`src/hdl/calendar_date_to_epoch_seconds_assert.svh`:
```
// Assertion macros for the date to epoch seconds RTL.
`ifndef CALENDAR_DATE_TO_EPOCH_SECONDS_ASSERT_SVH
`define CALENDAR_DATE_TO_EPOCH_SECONDS_ASSERT_SVH
`ifndef SYNTH
`define CDTE_ASSERT_IMPLIES(label, clk, rst_n, cond, prop) \
    label: assert property (@(posedge clk) disable iff (!rst_n) (cond) |-> (prop)) \
        else $error("implication check failed");
`define CDTE_ASSERT_NEXT(label, clk, rst_n, cond, prop) \
    label: assert property (@(posedge clk) disable iff (!rst_n) (cond) |=> (prop)) \
        else $error("next cycle check failed");
`else
`define CDTE_ASSERT_IMPLIES(label, clk, rst_n, cond, prop)
`define CDTE_ASSERT_NEXT(label, clk, rst_n, cond, prop)
`endif
`endif

```
`src/hdl/cdte_pkg.sv`:
```
// Types, constants and the month table for the date to epoch seconds converter.
`default_nettype none
package cdte_pkg;

    typedef struct packed {
        logic [5:0]  second;
        logic [5:0]  minute;
        logic [4:0]  hour;
        logic [4:0]  day_of_month;
        logic [3:0]  month_number;
        logic [13:0] year_number;
    } date_t;

    typedef struct packed {
        logic [37:0] epoch_seconds;
        logic        range_error;
    } result_t;

    localparam int DAYS_W = 22;
    localparam int SOD_W = 17;
    localparam int Q100_W = 8;
    localparam int DIV100_SHIFT = 19;
    localparam int DIV100_PROD_W = 27;

    localparam logic [13:0] EPOCH_YEAR = 14'd1970;
    localparam logic [13:0] LAST_YEAR = 14'd9999;
    localparam logic [12:0] DIV100_MUL = 13'd5243;
    localparam logic [13:0] CENTURY = 14'd100;
    localparam logic [DAYS_W-1:0] DAYS_PER_YEAR = 22'd365;
    localparam logic [DAYS_W-1:0] LEAPS_BEFORE_EPOCH = 22'd477;
    localparam logic [16:0] SECS_PER_DAY = 17'd86400;
    localparam logic [SOD_W-1:0] SECS_PER_HOUR = 17'd3600;
    localparam logic [SOD_W-1:0] SECS_PER_MIN = 17'd60;
    localparam logic [5:0] MAX_SECOND = 6'd59;
    localparam logic [5:0] MAX_MINUTE = 6'd59;
    localparam logic [4:0] MAX_HOUR = 5'd23;
    localparam logic [3:0] MONTH_JAN = 4'd1;
    localparam logic [3:0] MONTH_MAR = 4'd3;
    localparam logic [3:0] MONTH_DEC = 4'd12;
    localparam logic [37:0] MAX_EPOCH = 38'd253402300799;

    function automatic logic [8:0] month_start(input logic [3:0] mon);
        logic [8:0] d;
        case (mon)
            4'd1:    d = 9'd0;
            4'd2:    d = 9'd31;
            4'd3:    d = 9'd59;
            4'd4:    d = 9'd90;
            4'd5:    d = 9'd120;
            4'd6:    d = 9'd151;
            4'd7:    d = 9'd181;
            4'd8:    d = 9'd212;
            4'd9:    d = 9'd243;
            4'd10:   d = 9'd273;
            4'd11:   d = 9'd304;
            4'd12:   d = 9'd334;
            default: d = 9'd0;
        endcase
        return d;
    endfunction

endpackage
`default_nettype wire

```
`src/hdl/calendar_date_to_epoch_seconds.sv`:
```
// A result appears on result with done high once the date has passed the date_reg, day count and result_reg stages.
// Throughput: one item per cycle; the four register stages never stall, so busy stays low.
// The day count stage, a reciprocal multiply and a 365 day multiply, sets the stage depth.
// Reset clears every valid bit and done; payload registers are not reset.
// Out of range second, minute, hour, month or year fields, or a zero day, give range_error high and zero seconds.
`default_nettype none
`include "calendar_date_to_epoch_seconds_assert.svh"
module calendar_date_to_epoch_seconds (
    input  wire logic                clk,
    input  wire logic                rst_n,
    input  wire logic                start,
    output logic                     busy,
    input  wire cdte_pkg::date_t     date,
    output logic                     done,
    output cdte_pkg::result_t        result
);

    cdte_pkg::date_t                date_reg;
    logic                           v1_reg;
    logic                           v2_reg;
    logic                           v3_reg;
    logic                           done_reg;
    logic                           err_next;
    logic                           err1_reg;
    logic                           err2_reg;
    logic                           err3_reg;
    logic [cdte_pkg::SOD_W-1:0]     sod_next;
    logic [cdte_pkg::SOD_W-1:0]     sod2_reg;
    logic [cdte_pkg::SOD_W-1:0]     sod3_reg;
    logic [cdte_pkg::DAYS_W-1:0]    days;
    logic [37:0]                    total_next;
    cdte_pkg::result_t              result_reg;
    cdte_pkg::result_t              result_next;

    assign busy = 1'b0;

    always_comb
    begin
        err_next = (date.second > cdte_pkg::MAX_SECOND)
                || (date.minute > cdte_pkg::MAX_MINUTE)
                || (date.hour > cdte_pkg::MAX_HOUR)
                || (date.day_of_month == 5'd0)
                || (date.month_number < cdte_pkg::MONTH_JAN)
                || (date.month_number > cdte_pkg::MONTH_DEC)
                || (date.year_number < cdte_pkg::EPOCH_YEAR)
                || (date.year_number > cdte_pkg::LAST_YEAR);
    end

    always_ff @(posedge clk or negedge rst_n)
    begin
        if (!rst_n)
        begin
            v1_reg   <= 1'b0;
            v2_reg   <= 1'b0;
            v3_reg   <= 1'b0;
            done_reg <= 1'b0;
        end
        else
        begin
            v1_reg   <= start && !busy;
            v2_reg   <= v1_reg;
            v3_reg   <= v2_reg;
            done_reg <= v3_reg;
        end
    end

    always_comb
    begin
        sod_next = cdte_pkg::SOD_W'(date_reg.hour) * cdte_pkg::SECS_PER_HOUR
                 + cdte_pkg::SOD_W'(date_reg.minute) * cdte_pkg::SECS_PER_MIN
                 + cdte_pkg::SOD_W'(date_reg.second);
    end

    cdte_day_count u_day_count (
        .clk  (clk),
        .date (date_reg),
        .days (days)
    );

    always_comb
    begin
        total_next = 38'(days) * 38'(cdte_pkg::SECS_PER_DAY) + 38'(sod3_reg);
        result_next.range_error = err3_reg;
        result_next.epoch_seconds = err3_reg ? 38'd0 : total_next;
    end

    always_ff @(posedge clk)
    begin
        date_reg   <= date;
        err1_reg   <= err_next;
        err2_reg   <= err1_reg;
        err3_reg   <= err2_reg;
        sod2_reg   <= sod_next;
        sod3_reg   <= sod2_reg;
        result_reg <= result_next;
    end

    assign done = done_reg;
    assign result = result_reg;

    `CDTE_ASSERT_NEXT(a_valid_to_done, clk, rst_n, v3_reg, done)
    `CDTE_ASSERT_NEXT(a_idle_no_done, clk, rst_n, !v3_reg, !done)
    `CDTE_ASSERT_IMPLIES(a_error_zero, clk, rst_n, done && result.range_error, result.epoch_seconds == 38'd0)
    `CDTE_ASSERT_IMPLIES(a_seconds_bound, clk, rst_n, done, result.epoch_seconds <= cdte_pkg::MAX_EPOCH)

endmodule
`default_nettype wire

```
`src/hdl/cdte_day_count.sv`:
```
// Two stage pipeline that turns year, month and day into days since the epoch.
`default_nettype none
module cdte_day_count (
    input  wire logic                        clk,
    input  wire cdte_pkg::date_t             date,
    output logic [cdte_pkg::DAYS_W-1:0]      days
);

    logic [13:0]                           yr_reg;
    logic [3:0]                            mon_reg;
    logic [4:0]                            day_reg;
    logic [cdte_pkg::Q100_W-1:0]           q100_reg;
    logic [cdte_pkg::Q100_W-1:0]           q100_next;
    logic [cdte_pkg::DIV100_PROD_W-1:0]    div_prod;
    logic [cdte_pkg::DAYS_W-1:0]           days_reg;
    logic [cdte_pkg::DAYS_W-1:0]           days_next;
    logic                                  leap;
    logic [12:0]                           leaps_thru;
    logic [12:0]                           leaps_prev;
    logic [13:0]                           year_off;
    logic [cdte_pkg::DAYS_W-1:0]           year_days;
    logic                                  after_feb;

    // Division by 100 as a multiply by the scaled reciprocal; exact for every 14-bit year.
    assign div_prod = cdte_pkg::DIV100_PROD_W'(date.year_number)
                    * cdte_pkg::DIV100_PROD_W'(cdte_pkg::DIV100_MUL);
    assign q100_next = div_prod[cdte_pkg::DIV100_PROD_W-1:cdte_pkg::DIV100_SHIFT];

    always_ff @(posedge clk)
    begin
        yr_reg   <= date.year_number;
        mon_reg  <= date.month_number;
        day_reg  <= date.day_of_month;
        q100_reg <= q100_next;
    end

    always_comb
    begin
        leap = (yr_reg[1:0] == 2'b00)
            && (((14'(q100_reg) * cdte_pkg::CENTURY) != yr_reg) || (q100_reg[1:0] == 2'b00));
        leaps_thru = 13'(yr_reg[13:2]) - 13'(q100_reg) + 13'(q100_reg[cdte_pkg::Q100_W-1:2]);
        leaps_prev = leaps_thru - 13'(leap);
        year_off = yr_reg - cdte_pkg::EPOCH_YEAR;
        year_days = cdte_pkg::DAYS_W'(year_off) * cdte_pkg::DAYS_PER_YEAR;
        after_feb = leap && (mon_reg >= cdte_pkg::MONTH_MAR);
        days_next = year_days
                  + cdte_pkg::DAYS_W'(leaps_prev)
                  - cdte_pkg::LEAPS_BEFORE_EPOCH
                  + cdte_pkg::DAYS_W'(cdte_pkg::month_start(mon_reg))
                  + cdte_pkg::DAYS_W'(after_feb)
                  + cdte_pkg::DAYS_W'(day_reg)
                  - cdte_pkg::DAYS_W'(1);
    end

    always_ff @(posedge clk)
    begin
        days_reg <= days_next;
    end

    assign days = days_reg;

endmodule
`default_nettype wire
```
`config.mk`:
```
export PLATFORM = sky130hd
export DESIGN_NAME = calendar_date_to_epoch_seconds
export DESIGN_NICKNAME = d
export VERILOG_FILES = /design/src/hdl/cdte_pkg.sv /design/src/hdl/calendar_date_to_epoch_seconds.sv /design/src/hdl/cdte_day_count.sv
export VERILOG_INCLUDE_DIRS = /design/src /design/src/hdl
export SDC_FILE = /design/constraint.sdc
export NUM_CORES = 1
export LEC_CHECK = 0
export BUFFER_PORTS_ARGS = -buffer_cell sky130_fd_sc_hd__clkbuf_2
export CAP_MARGIN = 30
export CORE_MARGIN = 3
export CORE_UTILIZATION = 40
export DETAILED_ROUTE_END_ITERATION = 8
export GPL_TIMING_DRIVEN = 0
export HOLD_SLACK_MARGIN = 0.12
export PLACE_DENSITY = 0.63
export SLEW_MARGIN = 20
export SYNTH_ARGS = -nofsm -noshare
export SYNTH_HDL_FRONTEND = slang
export SYNTH_SLANG_ARGS = --single-unit
```
`constraint.sdc`:
```
create_clock -name clk -period 11.7 [get_ports clk]
set_clock_uncertainty 0.05 [all_clocks]
set_input_delay 1.755 -clock clk [delete_from_list [all_inputs] [get_ports clk]]
set_output_delay 1.755 -clock clk [all_outputs]
set_load 0.02 [all_outputs]
```
# After elaboration in Yosys (flattened, before gate mapping)
# Memory sizes are Yosys's and may differ from the RTL's. A register that Yosys moved wholly into a read port is not among the register bits.
# Index checks and enable logic that the tools add are counted.
# Widths: inputs -> output; s select.
[word_totals]
rom_bits = 144
input_bits = 43
register_bits = 173
n_memories = 1
[memory_table]
columns = ["name", "words", "word_bits", "rd", "rd_ports_with_merged_regs", "wr", "line_no", "rtl"]
rows = [
  ["(name not given)", 16, 9, 1, 1, 0, "cdte_pkg.sv:44", "case (mon)"],
]
[op_classes]
eq_ne = 1
add_sub_neg = 13
n_lt_le_gt_ge = 8
multipliers = 6
reduce_logical = 13
[ops]
columns = ["operator", "count"]
rows = [
  ["$add 38x17->38", 1],
  ["$mul 22x10->31 const B", 1],
  ["$mul 14x13->27 const B", 1],
  ["$add 22x1->22", 1],
  ["$add 22x13->22", 1],
  ["$add 22x5->22", 1],
  ["$add 22x9->22", 1],
  ["$mul 14x9->22 const B", 1],
  ["$sub 22x1->22 const B", 1],
  ["$sub 22x9->22 const B", 1],
  ["$add 17x12->17", 1],
  ["$add 17x6->17", 1],
  ["$gt 14x14->1 const B", 1],
  ["$lt 14x11->1 const B", 1],
  ["$ne 14x14->1", 1],
  ["$sub 14x11->14 const B", 1],
  ["$add 13x6->13", 1],
  ["$mul 5x8->13 const B", 1],
  ["$sub 12x8->13", 1],
  ["$sub 13x1->13", 1],
  ["$gt 6x6->1 const B", 2],
  ["$mul 8x5->12 const B", 1],
  ["$mul 6x4->10 const B", 1],
  ["$logic_or 1x1->1", 8],
  ["7 further kinds", 9],
]

# Longest topological paths before layout
# Gate-level depths: netlist of the first run.
[depth]
ltp_word = 11
depth_mapped = 43
ltp_nobuf = 43

# Cells and area by module
# A second synthesis of the first run with hierarchy kept.
[hier_totals]
hier_cells = 1991
hier_area_um2 = 19506.2
[by_module_without_submodules]
columns = ["module", "cells_each", "area_per_inst_um2", "instances"]
rows = [
  ["cdte_day_count", 1033, 10256.1, 1],
  ["calendar_date_to_epoch_seconds", 958, 9250.1, 1],
]

# Worst setup path before layout of the first run
# Ideal clock, no wire load.
[synth_path]
path_type = "register to register"
from = "reg u_day_count.q100_reg[2] (netlist name)"
to = "reg u_day_count.days_reg (netlist bit u_day_count.days[21])"
arrival_time_ns = 9.330
setup_slack_ns = 2.247
period_less_slack_ns = 9.453
path_buffers = 0
required_ns = 11.578
path_stages_with_launch = 42
setup_time_ns = 0.072
cell_sequence = "dfxtp_1 -> ha_1 -> ha_1 -> fa_1 -> ha_1 -> a21oi_1 -> o21bai_1 -> a21oi_1 -> o21bai_1 -> a21oi_1 -> xnor2_1 -> o41ai_1 -> fa_1 -> inv_1 -> fa_1 -> inv_1 -> ha_1 -> fa_1 -> [6 not listed] -> o21ai_0 -> nor4_1 -> nor2_1 -> xnor2_1 -> ha_1 -> fa_1 -> inv_1 -> fa_1 -> fa_1 -> inv_1 -> ha_1 -> or3_1 -> o211ai_1 -> o21ai_0 -> o41a_1 -> a21o_1 -> a21oi_1 -> xnor2_1"
[synth_via]
elab_chain_cells = 11
word_cells_on_any_way = 14
classes_between = "add/sub (9); mul (1); eq/ne (1); reduce/logical (3)"
[synth_lines]
columns = ["element", "line_no", "rtl"]
rows = [
  ["start: declaration", "cdte_day_count.sv:12", "logic [cdte_pkg::Q100_W-1:0] q100_reg;"],
  ["start signal: assignment", "cdte_day_count.sv:34", "q100_reg <= q100_next;"],
  ["$mul 8x5->12", "cdte_day_count.sv:40", "&& (((14'(q100_reg) * cdte_pkg::CENTURY) != yr_reg) || (q100_reg[1:0] == 2'b00));"],
  ["$ne 14x14->1", "cdte_day_count.sv:40", ""],
  ["$logic_or 1x1->1", "cdte_day_count.sv:40", ""],
  ["$logic_and 1x1->1", "cdte_day_count.sv:40", ""],
  ["$sub 13x1->13", "cdte_day_count.sv:42", "leaps_prev = leaps_thru - 13'(leap);"],
  ["$add 22x13->22", "cdte_day_count.sv:47", "+ cdte_pkg::DAYS_W'(leaps_prev)"],
  ["$sub 22x9->22", "cdte_day_count.sv:48", "- cdte_pkg::LEAPS_BEFORE_EPOCH"],
  ["$add 22x9->22", "cdte_day_count.sv:49", "+ cdte_pkg::DAYS_W'(cdte_pkg::month_start(mon_reg))"],
  ["$add 22x1->22 (*)", "cdte_day_count.sv:50", "+ cdte_pkg::DAYS_W'(after_feb)"],
  ["$add 22x5->22 (*)", "cdte_day_count.sv:51", "+ cdte_pkg::DAYS_W'(day_reg)"],
  ["$sub 22x1->22 (*)", "cdte_day_count.sv:52", "- cdte_pkg::DAYS_W'(1);"],
  ["via u_day_count.days_next, one bit", "cdte_day_count.sv:16", "logic [cdte_pkg::DAYS_W-1:0] days_next;"],
  ["end signal: assignment", "cdte_day_count.sv:57", "days_reg <= days_next;"],
  ["end: declaration", "cdte_day_count.sv:15", "logic [cdte_pkg::DAYS_W-1:0] days_reg;"],
]
# The timed path passes the listed nets; every way through them passes the cells marked *.
# A chain may end at the register's enable or synchronous reset.

# Final worst setup path of the first run
[layout_path]
from = "reg u_day_count.q100_reg[3] (netlist name)"
to = "reg u_day_count.days_reg (netlist bit u_day_count.days[21])"
# Same word-level chain as after synthesis.

==> results.sh, run 1 <==
export IMPL_cts_resized=0
export IMPL_fin_cells=2696
export IMPL_finalSetupViolations=0
export IMPL_vias=12700
export IMPL_wl_um=35500
export IMPL_timing_fmax_mhz=94.0
export IMPL_hold_class="register to register"
export IMPL_mappedNetlistArea_sq_um=19300
export IMPL_pin_count=84
export IMPL_areaGrowthSynthToFinish_pct=9.37
export IMPL_grt_max_degree=22
export IMPL_ys_flop_type="dfxtp_1"
export IMPL_vias_per_cell=4.73
export IMPL_status="finished, final reports clean"
export IMPL_clkSlewWorstSetupHoldPaths_ns=0.08
export IMPL_post_route_period_util=0.909
export IMPL_max_stage_delay_ns=0.72
export IMPL_worst_pin_slew_ns=0.732
export IMPL_synth_top_cell_area_share=0.252
export IMPL_drt_iter0_drc=473
export IMPL_cts_root_buffer="clkbuf_16"
export IMPL_synthTopCellsByArea="ha_1 25%, fa_1 22%, dfxtp_1 18%"
export IMPL_worstReg2RegStart="u_day_count.q100_reg[3]"
export IMPL_ant_nets=0
export IMPL_timing_final_crit_period_ns=10.64
export IMPL_antenna_found_initial=0
export IMPL_placement_io_buffers=82
export IMPL_holdPathEnd="err3_reg"
export IMPL_overflow=0
export IMPL_cts_setup_buffers=0
export IMPL_max_cap_violations=0
export IMPL_synth_edff_count=0
export IMPL_ys_seq_elements=182
export IMPL_cts_buffers=17
export IMPL_grt_pass1_vias=13200
export IMPL_min_delay_path_depth=0
export IMPL_nFillCells=4529
export IMPL_timing_reg2reg_setup_slack_ns=1.06
export IMPL_diodes=0
export IMPL_drc=0
export IMPL_slew_violations=0
export IMPL_drive_gt1_frac=0.0732
export IMPL_crit_path_end_kind="register"
export IMPL_coreArea_sq_um=47100
export IMPL_fin_setup_tns_ns=0
export IMPL_holdBufCountCts=0
export IMPL_hold_path_startpoint="err2_reg"
export IMPL_htreeDepth=4
export IMPL_crit_type="register to register"
export IMPL_cp_start_kind="register"
export IMPL_regToRegEndpoint="u_day_count.days[21]"
export IMPL_first_pass_iters=5
export IMPL_dp_cells=2664
export IMPL_ys_warn_count=0
export IMPL_avgSynthCellArea_sq_um=9.75
export IMPL_fin_ws_ns=1.06
export IMPL_cp_arrival_ns=10.99
export IMPL_slew_headroom=0.506
export IMPL_async_reset_ff_frac=0.0220
export IMPL_grt_setup_unrepaired="false"
export IMPL_largest_reg_flops=40
export IMPL_hpwlAfterDp_um=30900
export IMPL_die_width_um=225
export IMPL_synth_cell_types=85
export IMPL_die_y_um=225
export IMPL_whs_ns=0.277
export IMPL_worstPathRequired_ns=12.06
export IMPL_place_congestion=0.831
export IMPL_path_max_fanout=6
export IMPL_cts_tree="done"
export IMPL_synthCells=1975
export IMPL_clock_latency_ns=0.49
export IMPL_cts_max_path_buffers=2
export IMPL_rr_worst_depth=42
export IMPL_slowest_stage="o41ai_1"
export IMPL_cts_sinks=182
export IMPL_grt_pass1_wl_um=62100
export IMPL_rows=79
export IMPL_synth_largest_area_cell="ha_1"
export IMPL_start_util=0.409
export IMPL_pre_cts_ws_ns=1.10
export IMPL_synth_nets=2621
export IMPL_grt_total_usage=0.150
export IMPL_seq_area_frac_synth=0.190
export IMPL_hold_violations=0
export IMPL_post_drt_wl_per_cell_um=13.2
export IMPL_dieArea_sq_um=50800
export IMPL_nets=2722
[cell families (layout without fill, tap and decap cells)]
logic type               Yosys count  count (layout)  synth area share
other                              1               1          0.000195
AO/OA/AOI/OAI                    261             261            0.0885
XOR/XNOR                         137             137            0.0623
flip-flops                       182             182             0.190
buffers and inverters            521             635             0.105
AND/OR/NAND/NOR                  258             258            0.0715
adder cells (fa/ha/maj)          603             603             0.475
multiplexers                      12              12           0.00715
[layout by cell type, fill, tap and decap left out, types with 5 or more instances in the layout]
master,n
fa_1,215
a21o_1,27
mux2i_1,7
dfxtp_1,178
a31oi_1,9
xnor2_1,105
and3_1,6
o21ai_0,37
clkbuf_2,82
o211ai_1,7
nand2_1,44
clkbuf_16,18
nor3b_1,7
o21bai_1,16
nand3_1,15
nor2_1,67
inv_1,500
o21ai_1,5
ha_1,388
and2_1,8
nor2b_1,24
xor2_1,32
nor4_1,7
a21oi_1,93
or3_1,7
a211o_1,5
buf_6,5
clkbuf_1,7
o21a_1,13
nand4_1,17
a211oi_1,5
nand2b_1,14
nor3_1,14
o31ai_1,7
[layer usage]
layer  global-route usage  share of wire  vias up
li1                     -              -     6537
met1                0.194           0.47     6050
met2                0.259           0.49      133
met3               0.0264          0.026       29
met4               0.0402          0.014        0
met5                    0              0        -
[synthesized netlist by cell type (5+ instances only)]
library cell / instances
inv_1: 500
ha_1: 388
fa_1: 215
dfxtp_1: 178
xnor2_1: 105
a21oi_1: 93
nor2_1: 67
nand2_1: 44
o21ai_0: 37
xor2_1: 32
a21o_1: 27
nor2b_1: 24
nand4_1: 17
o21bai_1: 16
nand3_1: 15
nand2b_1: 14
nor3_1: 14
o21a_1: 13
a31oi_1: 9
and2_1: 8
clkbuf_1: 7
mux2i_1: 7
nor3b_1: 7
nor4_1: 7
o211ai_1: 7
o31ai_1: 7
or3_1: 7
and3_1: 6
a211o_1: 5
a211oi_1: 5
buf_6: 5
o21ai_1: 5
[worst max-delay path: cells and delay by family (launching register included)]
| kind | cells | cell delay, ns |
|---|---|---|
| simple gates | 2 | 0.34 |
| fa+ha+maj | 13 | 4.83 |
| flops | 1 | 0.49 |
| buf+inv | 4 | 0.19 |
| xor+xnor | 3 | 0.41 |
| compound gates | 20 | 4.27 |
[layout make-up]
type	instances	area (sq um)	area share
sequential	182	3660	0.174
tap	607	759	0.0361
inverter	501	1880	0.0893
clock inverter	14	184	0.00873
multi-input combinational	1272	13600	0.645
timing repair buffer	82	410	0.0195
clock buffer	18	450	0.0214
buffer	20	138	0.00653
[through the flow]
step                      utilization  area, sq um
after global placement          0.434        20400
after floorplan                     -        19300
after detailed placement        0.434        20400
final                           0.448        21100
after CTS                       0.448        21100
after global routing            0.448        21100
[worst max path at each step]
stage,from,end,cells past startpoint
after floorplan,u_day_count.q100_reg[2],u_day_count.days[21],41
after global placement,u_day_count.q100_reg[3],u_day_count.days[21],42
after detailed placement,u_day_count.q100_reg[3],u_day_count.days[21],42
after CTS,u_day_count.q100_reg[3],u_day_count.days[21],42
after global routing,u_day_count.q100_reg[2],u_day_count.days[21],43
final,u_day_count.q100_reg[3],u_day_count.days[21],42
Power of run 1 is left out: the tool's default activity adds up to more than one toggle a clock period on the data nets, which glitch-free logic cannot reach.
==> run 2, diff against run 1 <==
Settings changed: ABC_AREA set to 1, PLACE_DENSITY 0.63 to 0.56.
Clock period 11.7 ns to 11.52 ns, I/O delays scaled along.
==> run 2 against run 1 <==
Compared with the run above: non-clock buffer count is 15 lower; critical path depth grew 4; setup slack improved by 0.79 ns; first-iteration DRC count is 29% higher; worst hold slack better by 0.0019 ns.
==> results.sh, run 2 <==
export IMPL_cp_start_kind="register"
export IMPL_vias_per_cell=4.65
export IMPL_avgSynthCellArea_sq_um=8.26
export IMPL_areaGrowthSynthToFinish_pct=9.06
export IMPL_wl_um=43500
export IMPL_seqCellArea_sq_um=3660
export IMPL_synth_compound_area_share=0.0622
export IMPL_post_route_period_util=0.839
export IMPL_synthCells=2494
export IMPL_cp_startpoint="u_day_count.q100_reg[3]"
export IMPL_drc=0
export IMPL_rr_worst_depth=46
export IMPL_cp_endpoint="u_day_count.days[19]"
export IMPL_synth_cell_types=50
export IMPL_fin_cells=3280
export IMPL_synthTopCellsByArea="ha_1 24%, fa_1 21%, dfxtp_1 17%"
export IMPL_status="finished, final reports clean"
export IMPL_cts_resized=0
export IMPL_max_stage_delay_ns=0.54
export IMPL_fin_setup_tns_ns=0
export IMPL_finalSetupViolations=0
export IMPL_crit_type="register to register"
export IMPL_htreeDepth=4
export IMPL_first_pass_iters=5
export IMPL_synth_nets=3140
export IMPL_regToRegEndpoint="u_day_count.days[19]"
export IMPL_hold_violations=0
export IMPL_cts_sinks=182
export IMPL_dp_cells=3248
export IMPL_max_cap_violations=0
export IMPL_cts_max_path_buffers=2
export IMPL_grt_pass1_wl_um=73900
export IMPL_rows=82
export IMPL_crit_path_end_kind="register"
export IMPL_grt_use_met3=0.0220
export IMPL_yosysMostFrequentCell="inv_1"
export IMPL_cts_buffers=17
export IMPL_synth_common_cells="653 x inv_1, 416 x nand2_1, 388 x ha_1"
export IMPL_synth_largest_area_cell="ha_1"
export IMPL_path_max_fanout=6
export IMPL_worstPathRequired_ns=11.85
export IMPL_synth_edff_count=0
export IMPL_start_util=0.408
export IMPL_layout_commonest_cell="inv_1"
export IMPL_ys_seq_elements=182
export IMPL_drt_iter0_drc=608
export IMPL_holdBufCountCts=0
export IMPL_coreArea_sq_um=50500
export IMPL_drive_gt1_frac=0.0648
export IMPL_cts_setup_buffers=0
export IMPL_fin_util=0.445
export IMPL_synth_top_family_by_area="adder cells"
export IMPL_synth_simple_area_share=0.149
export IMPL_ys_flop_type="dfxtp_1"
export IMPL_vias=15300
export IMPL_slew_violations=0
export IMPL_dieArea_sq_um=54200
export IMPL_slew_headroom=0.600
export IMPL_fin_ws_ns=1.85
export IMPL_antenna_found_initial=0
export IMPL_place_congestion=0.876
export IMPL_worstReg2RegStart="u_day_count.q100_reg[3]"
export IMPL_pin_count=84
export IMPL_largest_reg_flops=40
export IMPL_slowest_stage="fa_1"
export IMPL_overflow=0
export IMPL_timing_fmax_mhz=103
export IMPL_nFillCells=5153
export IMPL_clock_latency_ns=0.48
export IMPL_grt_pass1_vias=15200
export IMPL_pre_cts_ws_ns=1.83
export IMPL_grt_busiest_layer="met2"
export IMPL_grt_total_usage=0.169
export IMPL_seq_area_frac_synth=0.178
export IMPL_use_met1=0.226
export IMPL_cts_root_buffer="clkbuf_16"
export IMPL_die_width_um=233
export IMPL_grt_setup_unrepaired="false"
export IMPL_clkSlewWorstSetupHoldPaths_ns=0.08
export IMPL_die_y_um=233
export IMPL_cp_arrival_ns=10.00
export IMPL_ys_warn_count=0
export IMPL_synth_top_cell_area_share=0.236
export IMPL_synthXorXnorAreaFrac=0.0442
export IMPL_ant_nets=0
export IMPL_nets=3241
export IMPL_grt_max_degree=21
export IMPL_met2_usage=0.284
export IMPL_multi_input_area_sq_um=14400
export IMPL_timing_final_crit_period_ns=9.67
export IMPL_diodes=0
export IMPL_synthMuxAreaShare=0
export IMPL_async_reset_ff_frac=0.0220
export IMPL_cts_tree="done"
export IMPL_hold_class="register to register"
export IMPL_placement_io_buffers=82
export IMPL_final_cell_mix="653 x inv_1, 416 x nand2_1, 388 x ha_1"
export IMPL_post_drt_wl_per_cell_um=13.2
export IMPL_path_common_cell="nand2_1"
export IMPL_worst_pin_slew_ns=0.595
export IMPL_hpwlAfterDp_um=38500
export IMPL_mappedNetlistArea_sq_um=20600
export IMPL_synthAdderAreaFrac=0.445
export IMPL_timing_reg2reg_setup_slack_ns=1.85
## run 2: cell types whose count changed after synthesis, moves of 16 or more
| cell | change |
|---|---|
| a21o_1 | -18 |
| o21ai_0 | +24 |
| xnor2_1 | -65 |
| nand3_1 | +61 |
| nor2_1 | +52 |
| a21oi_1 | +25 |
| inv_1 | +153 |
| nand2_1 | +372 |
| nor2b_1 | -24 |
| xor2_1 | +32 |
| nand2_2 | +16 |
## run 2: logic make-up after synthesis
family / count (synthesis)
other: 1
AO/OA/AOI/OAI: 228
adder cells (fa/ha/maj): 603
flip-flops: 182
XOR/XNOR: 104
AND/OR/NAND/NOR: 712
buffers and inverters: 664
## run 2: worst max-delay path: cells and delay by family (launching register included)
family | cells | cell delay, ns
xor gates and xnor gates | 1 | 0.16
AOI/OAI and AO/OA | 10 | 1.82
and+or+nand+nor | 17 | 1.60
DFF | 1 | 0.51
adders and majority gates | 13 | 5.18
buffers and inverters | 5 | 0.24
## run 2: layer usage
layer	wire length, um	vias to the layer above
met5	0	-
met3	1120	42
li1	-	7903
met4	738	0
met1	21100	7127
met2	20500	178
## run 2: layout make-up
cell class	instances	area share
tap	672	0.0374
clock inverter	14	0.00780
sequential	182	0.163
multi-input combinational	1648	0.643
timing repair buffer	82	0.0183
buffer	5	0.00106
clock buffer	18	0.0196
inverter	659	0.110
## run 2: worst min-delay path by stage
stage                  end  slack (ns)         start  depth (start not counted)
2_1_floorplan     err2_reg        0.26      err1_reg                          0
5_1_grt        sod3_reg[2]        0.28   sod2_reg[2]                          0
6_report          err2_reg        0.28      err1_reg                          0
3_3_place_gp   sod3_reg[0]        0.26   sod2_reg[0]                          0
4_1_cts        sod2_reg[0]        0.28  date_reg[34]                          0
3_5_place_dp   sod2_reg[0]        0.26  date_reg[34]                          0
## run 2: stage by stage
step | hold slack [ns] | cell area, sq um
finish | 0.278 | 22500
global route | 0.285 | 22500
CTS | 0.281 | 22500
detailed placement | 0.262 | 21800
global placement | 0.260 | 21800
floorplan | 0.260 | 20600
Power of run 2 is left out for the same reason.
==> run 3, diff against run 2 <==
Settings changed: ABC_AREA 1 to 0, PLACE_DENSITY 0.56 to 0.58.
Clock period 11.52 ns to 8.8 ns, I/O delays scaled along.
==> run 3 against run 2 <==
Compared with the run above: the flow now finishes with violations (setup timing); final cell count fell by 17%; sequential cell count unchanged; maximum frequency rose by 5.1%; critical path depth shrank 4; wire length is 17% lower.
==> results.sh, run 3 (synthesized netlist as in run 1, its figures left out) <==
export IMPL_status="complete, but fails checks"
export IMPL_violations="setup timing"
export IMPL_final_cell_mix="498 x inv_1, 372 x ha_1, 211 x fa_1"
export IMPL_crit_type="register to register"
export IMPL_pin_count=84
export IMPL_cp_start_kind="register"
export IMPL_fin_cells=2717
export IMPL_holdBufCountCts=0
export IMPL_dieArea_sq_um=50800
export IMPL_die_width_um=225
export IMPL_areaGrowthSynthToFinish_pct=12.0
export IMPL_place_area_sq_um=20500
export IMPL_cts_buffers=17
export IMPL_dp_cells=2664
export IMPL_grt_setup_unrepaired="true"
export IMPL_crit_path_end_kind="register"
export IMPL_rr_worst_depth=42
export IMPL_rows=79
export IMPL_clkSlewWorstSetupHoldPaths_ns=0.08
export IMPL_coreArea_sq_um=47100
export IMPL_wl_um=36200
export IMPL_grt_pass1_vias=13400
export IMPL_vias=12900
export IMPL_antenna_found_initial=0
export IMPL_slew_headroom=0.529
export IMPL_vias_per_cell=4.75
export IMPL_largest_reg_flops=40
export IMPL_first_pass_iters=5
export IMPL_timing_final_crit_period_ns=9.20
export IMPL_cts_root_buffer="clkbuf_16"
export IMPL_place_congestion=0.824
export IMPL_cts_tree="done"
export IMPL_placement_io_buffers=82
export IMPL_cts_max_path_buffers=2
export IMPL_htreeDepth=4
export IMPL_min_delay_path_depth=0
export IMPL_finalSetupViolations=6
export IMPL_slew_violations=0
export IMPL_diodes=0
export IMPL_overflow=0
export IMPL_timing_fmax_mhz=109
export IMPL_grt_max_degree=21
export IMPL_grt_total_usage=0.152
export IMPL_drive_gt1_frac=0.110
export IMPL_fin_area_sq_um=21600
export IMPL_path_common_cell="a21oi_2"
export IMPL_drc=0
export IMPL_hpwlAfterDp_um=30900
export IMPL_worstPathRequired_ns=9.16
export IMPL_post_route_period_util=1.05
export IMPL_path_max_fanout=6
export IMPL_grt_pass1_wl_um=62500
export IMPL_cts_sinks=182
export IMPL_max_stage_delay_ns=0.57
export IMPL_drt_iter0_drc=447
export IMPL_hold_violations=0
export IMPL_hold_class="register to register"
export IMPL_ant_nets=0
export IMPL_max_cap_violations=0
export IMPL_cp_arrival_ns=9.56
export IMPL_layout_commonest_cell="inv_1"
export IMPL_fin_util=0.458
export IMPL_die_y_um=225
export IMPL_nFillCells=4481
export IMPL_worst_pin_slew_ns=0.689
export IMPL_fin_setup_tns_ns=-1.50
export IMPL_start_util=0.409
export IMPL_clock_latency_ns=0.49
export IMPL_fin_ws_ns=-0.405
export IMPL_slowest_stage="fa_2"
export IMPL_nets=2743
export IMPL_post_drt_wl_per_cell_um=13.3
[run 3: layout make-up]
type / instances / area [sq um] / area share
Sequential cell: 182 / 3680 / 0.171
Inverter: 501 / 1880 / 0.0872
Buffer: 20 / 138 / 0.00638
Tap cell: 607 / 759 / 0.0352
Clock buffer: 18 / 429 / 0.0199
Timing Repair Buffer: 103 / 579 / 0.0269
Multi-Input combinational cell: 1272 / 13900 / 0.646
Clock inverter: 14 / 176 / 0.00818
[run 3: metal layers]
layer  up-vias  global-route usage  wire length, um
met3        44              0.0267              907
met2       117               0.258            17600
li1       6576                   -                -
met4         0              0.0488              704
met5         -                   0                0
met1      6166               0.196            17100
[run 3: critical path: cells and delay by family, from the launching register on]
| family | cells | cell delay [ns] |
|---|---|---|
| flops | 1 | 0.37 |
| xor+xnor | 3 | 0.39 |
| fa+ha+maj | 12 | 4.38 |
| compound gates | 21 | 3.32 |
| buf+inv | 4 | 0.28 |
| simple gates | 2 | 0.31 |
[run 3: final timing paths]
kind	start	to	slack, ns
min in group asynchronous	rst_n	v3_reg	0.58
hold / removal	sod2_reg[6]	sod3_reg[6]	0.28
hold reg to reg	sod2_reg[6]	sod3_reg[6]	0.28
setup reg to reg	u_day_count.q100_reg[3]	u_day_count.days[21]	-0.40
setup / recovery	u_day_count.q100_reg[3]	u_day_count.days[21]	-0.40
max in group asynchronous	rst_n	done	8.00
[run 3: per-stage QoR]
stage | hold slack [ns] | setup slack (ns)
2_1_floorplan | 0.260 | -0.111
3_3_place_gp | 0.260 | -1.26
3_5_place_dp | 0.263 | -1.20
4_1_cts | 0.275 | -0.545
5_1_grt | 0.275 | -0.858
6_report | 0.278 | -0.405
[run 3: timing repair]
action / 4_1_cts / 5_1_grt
gates resized for setup: 36 / 29
endpoints found under the setup margin: 13 / 13
pin swaps: 41 / 33
setup buffers: 13 / 8
Power of run 3 is left out for the same reason.
